[src/sv/urbe_pkg.sv]
`timescale 1ns / 1ps
`default_nettype none
// ----------------------------------------------------------------------------
// urbe_pkg
// Shared constants, request codes, types and index helpers for the uart
// ring buffer echo core.
// ----------------------------------------------------------------------------
package urbe_pkg;

  // ring sizes and index widths
  localparam int TX_DEPTH = 256;
  localparam int RX_DEPTH = 256;
  localparam int TX_AW    = $clog2(TX_DEPTH);
  localparam int RX_AW    = $clog2(RX_DEPTH);
  localparam int BYTE_W   = 8;

  // escape byte, never echoed
  localparam logic [BYTE_W-1:0] ESC_CODE = 8'd27;

  // request kinds
  localparam logic [1:0] REQ_RX_BYTE  = 2'd0;
  localparam logic [1:0] REQ_TX_EMPTY = 2'd1;
  localparam logic [1:0] REQ_POLL     = 2'd2;
  localparam logic [1:0] REQ_PUT      = 2'd3;

  // one result word
  typedef struct packed {
    logic              tx_active;
    logic              rx_nonempty;
    logic              accepted;
    logic [BYTE_W-1:0] deliver_byte;
    logic              deliver_valid;
    logic [BYTE_W-1:0] line_byte;
    logic              line_valid;
  } result_t;

  // ring memory port requests
  typedef struct packed {
    logic              we;
    logic [TX_AW-1:0]  waddr;
    logic [BYTE_W-1:0] wdata;
    logic              re;
    logic [TX_AW-1:0]  raddr;
  } tx_mem_req_t;

  typedef struct packed {
    logic              we;
    logic [RX_AW-1:0]  waddr;
    logic [BYTE_W-1:0] wdata;
    logic              re;
    logic [RX_AW-1:0]  raddr;
  } rx_mem_req_t;

  // ring index increment with wrap
  function automatic logic [TX_AW-1:0] next_tx(input logic [TX_AW-1:0] i);
    if (i == TX_AW'(TX_DEPTH - 1)) begin
      return '0;
    end else begin
      return i + 1'b1;
    end
  endfunction

  function automatic logic [RX_AW-1:0] next_rx(input logic [RX_AW-1:0] i);
    if (i == RX_AW'(RX_DEPTH - 1)) begin
      return '0;
    end else begin
      return i + 1'b1;
    end
  endfunction

endpackage
`default_nettype wire

[src/sv/uart_ring_buffer_echo_core.sv]
`timescale 1ns / 1ps
`default_nettype none
// ----------------------------------------------------------------------------
// uart_ring_buffer_echo_core
// UART byte buffering with receive and transmit rings and poll echo.
// ----------------------------------------------------------------------------
// Each request word takes two steps: one to read the ring slots at the
// next read positions from the two registered-read RAMs, one to
// update the pointers, write the ring and load the result register. A new
// request is taken while the previous result still waits in the output
// register; the block stalls in its update cycle only while that register
// is full. The rings need no clearing after reset. A ring of depth N holds
// at most N-1 bytes; a byte received into a full receive ring overwrites
// the newest slot, and a put or echoing poll into a full transmit ring is
// refused with accepted low.
module uart_ring_buffer_echo_core (
  input  wire logic        clk,
  input  wire logic        rst,
  input  wire logic        s_tvalid,
  output logic             s_tready,
  input  wire logic [7:0]  s_tdata,  // [7:0] data_byte
  input  wire logic [1:0]  s_tuser,  // [1:0] req_type
  output logic             m_tvalid,
  input  wire logic        m_tready,
  output logic      [23:0] m_tdata   // [0] line_valid, [8:1] line_byte,
                                     // [9] deliver_valid, [17:10] deliver_byte,
                                     // [18] accepted, [19] rx_nonempty,
                                     // [20] tx_active, [23:21] zero
);

  urbe_pkg::result_t               res, res_q;
  logic                            res_valid;
  logic                            out_free;
  urbe_pkg::tx_mem_req_t           tx_mem;
  urbe_pkg::rx_mem_req_t           rx_mem;
  logic [urbe_pkg::BYTE_W-1:0]     tx_rdata, rx_rdata;

  assign out_free = !m_tvalid || m_tready;

  urbe_ctrl u_ctrl (
    .clk       (clk),
    .rst       (rst),
    .in_valid  (s_tvalid),
    .in_ready  (s_tready),
    .req_type  (s_tuser),
    .data_byte (s_tdata),
    .out_free  (out_free),
    .res_valid (res_valid),
    .res       (res),
    .tx_mem    (tx_mem),
    .tx_rdata  (tx_rdata),
    .rx_mem    (rx_mem),
    .rx_rdata  (rx_rdata)
  );

  // transmit ring
  urbe_ram #(
    .DEPTH (urbe_pkg::TX_DEPTH),
    .WIDTH (urbe_pkg::BYTE_W)
  ) u_tx_ram (
    .clk   (clk),
    .we    (tx_mem.we),
    .waddr (tx_mem.waddr),
    .wdata (tx_mem.wdata),
    .re    (tx_mem.re),
    .raddr (tx_mem.raddr),
    .rdata (tx_rdata)
  );

  // receive ring
  urbe_ram #(
    .DEPTH (urbe_pkg::RX_DEPTH),
    .WIDTH (urbe_pkg::BYTE_W)
  ) u_rx_ram (
    .clk   (clk),
    .we    (rx_mem.we),
    .waddr (rx_mem.waddr),
    .wdata (rx_mem.wdata),
    .re    (rx_mem.re),
    .raddr (rx_mem.raddr),
    .rdata (rx_rdata)
  );

  // output register
  always_ff @(posedge clk) begin
    if (rst) begin
      m_tvalid <= 1'b0;
    end else if (res_valid) begin
      m_tvalid <= 1'b1;
    end else if (m_tready) begin
      m_tvalid <= 1'b0;
    end
  end

  always_ff @(posedge clk) begin
    if (res_valid) begin
      res_q <= res;
    end
  end

  // result word packing
  assign m_tdata = {3'b000, res_q};

endmodule
`default_nettype wire

[src/sv/urbe_ram.sv]
`timescale 1ns / 1ps
`default_nettype none
// ----------------------------------------------------------------------------
// urbe_ram
// Simple dual-port synchronous RAM, one write and one registered read port.
// ----------------------------------------------------------------------------
module urbe_ram #(
  parameter int DEPTH = 256,
  parameter int WIDTH = 8
) (
  input  wire logic                     clk,
  input  wire logic                     we,
  input  wire logic [$clog2(DEPTH)-1:0] waddr,
  input  wire logic [WIDTH-1:0]         wdata,
  input  wire logic                     re,
  input  wire logic [$clog2(DEPTH)-1:0] raddr,
  output logic      [WIDTH-1:0]         rdata
);

  logic [WIDTH-1:0] mem [DEPTH];

  // write port
  always_ff @(posedge clk) begin
    if (we) begin
      mem[waddr] <= wdata;
    end
  end

  // registered read port, holds between reads
  always_ff @(posedge clk) begin
    if (re) begin
      rdata <= mem[raddr];
    end
  end

endmodule
`default_nettype wire

[src/sv/urbe_ctrl.sv]
`timescale 1ns / 1ps
`default_nettype none
// ----------------------------------------------------------------------------
// urbe_ctrl
// Ring pointer and transmitter state control: reads the ring slots on
// accept, then updates pointers, writes the rings and forms the result.
// ----------------------------------------------------------------------------
module urbe_ctrl (
  input  wire logic                          clk,
  input  wire logic                          rst,
  input  wire logic                          in_valid,
  output logic                               in_ready,
  input  wire logic [1:0]                    req_type,
  input  wire logic [urbe_pkg::BYTE_W-1:0]   data_byte,
  input  wire logic                          out_free,
  output logic                               res_valid,
  output urbe_pkg::result_t                  res,
  output urbe_pkg::tx_mem_req_t              tx_mem,
  input  wire logic [urbe_pkg::BYTE_W-1:0]   tx_rdata,
  output urbe_pkg::rx_mem_req_t              rx_mem,
  input  wire logic [urbe_pkg::BYTE_W-1:0]   rx_rdata
);

  localparam logic ST_IDLE = 1'b0;
  localparam logic ST_EXEC = 1'b1;

  logic                          state;
  logic [1:0]                    req_q;
  logic [urbe_pkg::BYTE_W-1:0]   data_q;
  logic [urbe_pkg::TX_AW-1:0]    tx_wr, tx_wr_next, tx_rd, tx_rd_next;
  logic [urbe_pkg::RX_AW-1:0]    rx_wr, rx_wr_next, rx_rd, rx_rd_next;
  logic                          tx_busy, tx_busy_next;
  logic                          accept, fire;

  // put path scratch
  logic                          put_en;
  logic [urbe_pkg::BYTE_W-1:0]   put_byte;
  logic                          put_ok;
  logic [urbe_pkg::TX_AW-1:0]    tx_wn;
  logic [urbe_pkg::RX_AW-1:0]    rx_wn;

  assign in_ready  = (state == ST_IDLE);
  assign accept    = in_valid && in_ready;
  assign fire      = (state == ST_EXEC) && out_free;
  assign res_valid = fire;

  // sequencer
  always_ff @(posedge clk) begin
    if (rst) begin
      state <= ST_IDLE;
    end else begin
      case (state)
        ST_IDLE: if (accept) state <= ST_EXEC;
        ST_EXEC: if (fire) state <= ST_IDLE;
        default: state <= ST_IDLE;
      endcase
    end
  end

  // request latch
  always_ff @(posedge clk) begin
    if (accept) begin
      req_q  <= req_type;
      data_q <= data_byte;
    end
  end

  // pointers and transmitter flag
  always_ff @(posedge clk) begin
    if (rst) begin
      tx_wr   <= '0;
      tx_rd   <= '0;
      rx_wr   <= '0;
      rx_rd   <= '0;
      tx_busy <= 1'b0;
    end else if (fire) begin
      tx_wr   <= tx_wr_next;
      tx_rd   <= tx_rd_next;
      rx_wr   <= rx_wr_next;
      rx_rd   <= rx_rd_next;
      tx_busy <= tx_busy_next;
    end
  end

  // request execution
  always_comb begin
    // slot reads for the next pop, issued on accept
    tx_mem.re    = accept;
    tx_mem.raddr = urbe_pkg::next_tx(tx_rd);
    rx_mem.re    = accept;
    rx_mem.raddr = urbe_pkg::next_rx(rx_rd);

    tx_wr_next   = tx_wr;
    tx_rd_next   = tx_rd;
    rx_wr_next   = rx_wr;
    rx_rd_next   = rx_rd;
    tx_busy_next = tx_busy;
    res          = '0;
    res.accepted = 1'b1;
    tx_mem.we    = 1'b0;
    tx_mem.waddr = '0;
    tx_mem.wdata = '0;
    rx_mem.we    = 1'b0;
    rx_mem.waddr = '0;
    rx_mem.wdata = data_q;
    put_en       = 1'b0;
    put_byte     = data_q;
    put_ok       = 1'b1;
    tx_wn        = urbe_pkg::next_tx(tx_wr);
    rx_wn        = urbe_pkg::next_rx(rx_wr);

    case (req_q)
      urbe_pkg::REQ_RX_BYTE: begin
        // full ring overwrites the newest slot
        if (rx_wn != rx_rd) begin
          rx_wr_next = rx_wn;
        end
        rx_mem.we    = fire;
        rx_mem.waddr = rx_wr_next;
      end
      urbe_pkg::REQ_TX_EMPTY: begin
        if (tx_wr != tx_rd) begin
          tx_rd_next    = urbe_pkg::next_tx(tx_rd);
          res.line_valid = 1'b1;
          res.line_byte  = tx_rdata;
        end else begin
          tx_busy_next = 1'b0;
        end
      end
      urbe_pkg::REQ_POLL: begin
        if (rx_wr != rx_rd) begin
          put_en   = (rx_rdata != urbe_pkg::ESC_CODE);
          put_byte = rx_rdata;
        end
      end
      urbe_pkg::REQ_PUT: begin
        put_en = 1'b1;
      end
      default: begin
      end
    endcase

    // put path: straight to the line when idle, else queue, or refuse when the transmit ring is full
    if (put_en) begin
      if (!tx_busy) begin
        tx_busy_next   = 1'b1;
        res.line_valid = 1'b1;
        res.line_byte  = put_byte;
      end else if (tx_wn == tx_rd) begin
        put_ok = 1'b0;
      end else begin
        tx_wr_next   = tx_wn;
        tx_mem.we    = fire;
        tx_mem.waddr = tx_wn;
        tx_mem.wdata = put_byte;
      end
    end

    // pop completes unless the echo was refused
    if (req_q == urbe_pkg::REQ_POLL && rx_wr != rx_rd) begin
      if (put_ok) begin
        rx_rd_next        = urbe_pkg::next_rx(rx_rd);
        res.deliver_valid = 1'b1;
        res.deliver_byte  = rx_rdata;
      end
    end

    res.accepted    = put_ok;
    res.rx_nonempty = (rx_wr_next != rx_rd_next);
    res.tx_active   = tx_busy_next;
  end

endmodule
`default_nettype wire

[config.mk]
export PLATFORM = sky130hd
export DESIGN_NAME = uart_ring_buffer_echo_core
export DESIGN_NICKNAME = d
export VERILOG_FILES = /design/src/sv/urbe_pkg.sv /design/src/sv/uart_ring_buffer_echo_core.sv /design/src/sv/urbe_ram.sv /design/src/sv/urbe_ctrl.sv
export SDC_FILE = /design/constraint.sdc
export NUM_CORES = 2
export LEC_CHECK = 0
export BUFFER_PORTS_ARGS = -buffer_cell sky130_fd_sc_hd__buf_2
export CAP_MARGIN = 40
export CORE_MARGIN = 5
export CORE_UTILIZATION = 65
export CTS_BUF_LIST = sky130_fd_sc_hd__clkbuf_16
export DETAILED_ROUTE_END_ITERATION = 7
export MAX_ROUTING_LAYER = met4
export PLACE_DENSITY = 0.79
export SYNTH_ARGS = -nofsm -noshare
export SYNTH_HDL_FRONTEND = slang
export SYNTH_HIERARCHICAL = 1
export SYNTH_SLANG_ARGS = --single-unit
[constraint.sdc]
create_clock -name clk -period 23.5 [get_ports clk]
set_clock_uncertainty 0.15 [all_clocks]
set_input_delay 4.7 -clock clk [delete_from_list [all_inputs] [get_ports clk]]
set_output_delay 4.7 -clock clk [all_outputs]
set_load 0.005 [all_outputs]
==> metrics.txt <==
status=complete, no violations; Die Y=just over 500 um; CP Max Fanout=34; final hold vios=0; Largest stage delay, worst path=between 800 and 900 ps; minimum clock period=between 8000 and 9000 ps; Max Cap Viol=0; die area=approximately 0.26 mm2; placed cell area=approximately 0.17 mm2; Post-CTS Resized=0; routed len/inst=37.1 um; Min-Delay Path Depth=2; largest net degree at the start of global routing=188; crit start category=input pin; htree depth=5; CTS Buf Count=slightly above 400; final setup vio count=0; number of port buffers=36; Syn. warnings=6; Post-synth top cells=edfxtp_1, mux4_2, nor2_1; via count of the first global-routing pass=around 86000; Reg clk slew, reported paths=60 ps; Finished Cell Area=between 0.15 and 0.2 mm2; DRT Pass-1 Iters=7; most common cell in the netlist=edfxtp_1; kind of critical path=in -> reg; Area contributors post-synth=edfxtp_1, mux4_2, mux2i_1, nor2_1, a22oi_1; Final Max Tran Viols=0; area of the multi-input gates=between 0.03 and 0.04 mm2; CP Depth=10; Reg2Reg Setup Slack=between 15000 and 20000 ps; Sequential Area=0.125 mm2; drt total wl=about 440000 um; clk sinks=approximately 4200; Synth area leader=edfxtp_1; CP startpoint=m_tready; clk root buf=clkbuf_16; period utilization=~36%; die width=slightly above 500 um; deepest clock path buffer count=4; initial antenna violation count=26; area grow syn2layout=10.7%; Skew-Pair Late Insertion Delay=1030 ps; post-CTS setup buffers=0; CTS hold repair buffers=0; Nets=8178; slowest CP cell=nand3_1; core area=between 0.2 and 0.3 mm2; sequential fraction of the synthesis area=between 70% and 80%; Synth Register Bits=4178; GRT Total Usage=between 30% and 40%; reg2reg path depth=12; first-pass GRT wire length=about 630000 um; number of synthesized flops with an enable pin=approximately 4100; Buf+Inv Stages, Crit Path=5; DRC=0; synthesized area=~0.16 mm2; Setup TNS Final=0 ps; TritonCTS clock tree=done; Ports=40; PD cells=around 80 mW/mm2; Max IR drop VDD=0.0000940 V; Critical Path End=u_rx_ram/mem[176][7]; layout cell share with drive strength beyond 1=around 22%; initial core utilization=roughly two thirds; fillcell total=13300; Slew HR=23.5%; Yosys top cell area share=76.0%; actual slew at the worst max-slew pin=1150 ps; asr flop ratio synth=0%; vias per cell=between 7 and 8; FP Rows=approximately 180; Mapped Avg Cell Area=about 20 um2; RR Endpoint=u_tx_ram/mem[248][2]; detailed placer's ending HPWL=between 200000 and 300000 um; RD Place Congestion=between 0.9 and 1; Post-Syn Instances=approximately 8000; initial DRC count=between 15000 and 20000; Setup WS post-layout=approximately 15000 ps; post-route ant nets=0; unrepaired setup endpoints after global routing=no; worst path arrival time=8900 ps; commonest register cell after synthesis=edfxtp_1; Yosys cell types=between 90 and 100; delay-heaviest family, CP=simple AND/OR/NAND/NOR gates; CP cell instances=buf_2 > nand2b_4 > nand2_1 > inv_1 > buf_4 > nand2_1 > inv_1 > nand3_1 > buf_4 > nor2_1; Max Fclk=~120 MHz; pre-CTS WS=14230 ps; Required @ worst endpoint=around 24000 ps; grt total ovfl=0; LEAKAGE=62.2 nW; reg-to-reg startpoint=u_ctrl/tx_wr[0]; HP Class=reg -> reg; vias after detailed routing=slightly below 90000; Worst Setup End Kind=flop
## power breakdown
group	total (mW)	internal [mW]	switching, mW
combinational	0.176	0.0349	0.141
clock	6.51	3.71	2.80
sequential	8.15	8.14	0.00941
total	14.8	11.9	2.95
## how the worst min path moves through the flow
stage,from,endpoint,slack (ps)
after detailed placement,u_ctrl/tx_busy,u_ctrl/tx_busy,330
after global placement,u_ctrl/tx_busy,u_ctrl/tx_busy,320
final,u_ctrl/tx_busy,u_ctrl/tx_busy,350
after global routing,u_ctrl/tx_busy,u_ctrl/tx_busy,370
after CTS,u_ctrl/tx_busy,u_ctrl/tx_busy,340
after floorplan,u_ctrl/tx_busy,u_ctrl/tx_busy,300
## logic make-up after synthesis
group | share of synthesized area (%)
mux | 14.4
fa+ha+maj | 0.0306
buf+inv | 1.98
other cells | 0.00229
flops | 76.4
compound gates | 3.72
xor+xnor | 0.312
simple gates | 3.18
## worst min-delay path: cells and delay by family (launching register included)
family             cells  cell delay, ps
DFF                    1             330
and+or+nand+nor        1              60
AOI/OAI and AO/OA      1              60
## stage by stage
step	power (mW)	utilization, %	hold WS [ps]	instances
after global routing	15.2	72.2	373	11900
after CTS	14.9	72.1	343	11800
after global placement	8.48	66.4	317	11000
final	14.8	72.2	350	11900
after detailed placement	8.48	66.9	333	11100
after floorplan	8.40	-	300	7970
## flip-flops by register name, indices dropped and copies added (netlist names)
name / flops
u_rx_ram/mem: 2048
u_tx_ram/mem: 2048
m_tdata: 21
u_ctrl/data_q: 8
u_ctrl/rx_rd: 8
u_ctrl/rx_wr: 8
u_ctrl/tx_rd: 8
u_ctrl/tx_wr: 8
u_rx_ram/rdata: 8
u_tx_ram/rdata: 8
u_ctrl/req_q: 2
m_tvalid: 1
u_ctrl/state: 1
u_ctrl/tx_busy: 1
## per-layer routing
| metal | wire [um] | GRT usage (%) |
|---|---|---|
| met3 | 65500 | 9.73 |
| met2 | 203000 | 49.8 |
| met1 | 148000 | 46.6 |
| met4 | 23700 | 14.8 |
| met5 | 0 | - |
## cell type report
class                   count  share of cell area, %
flip-flops and latches   4178                   69.0
multi-input cells        3265                   19.7
clock buffers             404                   5.58
well taps                3348                   2.31
clock inverters           322                   1.69
repair buffers            295                   1.65
diodes                     28                 0.0386
inverters                  16                 0.0331
## cell usage in the layout, fill, tap and decap left out, types with 60 or more instances in the layout
master / synthesis / layout
clkinv_1: 2 / 85
mux4_2: 908 / 908
a22oi_1: 271 / 271
clkinv_2: 0 / 65
a21oi_1: 206 / 206
edfxtp_1: 4143 / 4143
inv_1: 14 / 60
nand3_1: 81 / 78
nand2_1: 114 / 113
clkbuf_16: 0 / 404
mux2i_1: 295 / 295
o221ai_1: 92 / 92
nor2_1: 640 / 619
nor2b_1: 67 / 60
buf_4: 63 / 173
Power figures use the tool's default switching activity.
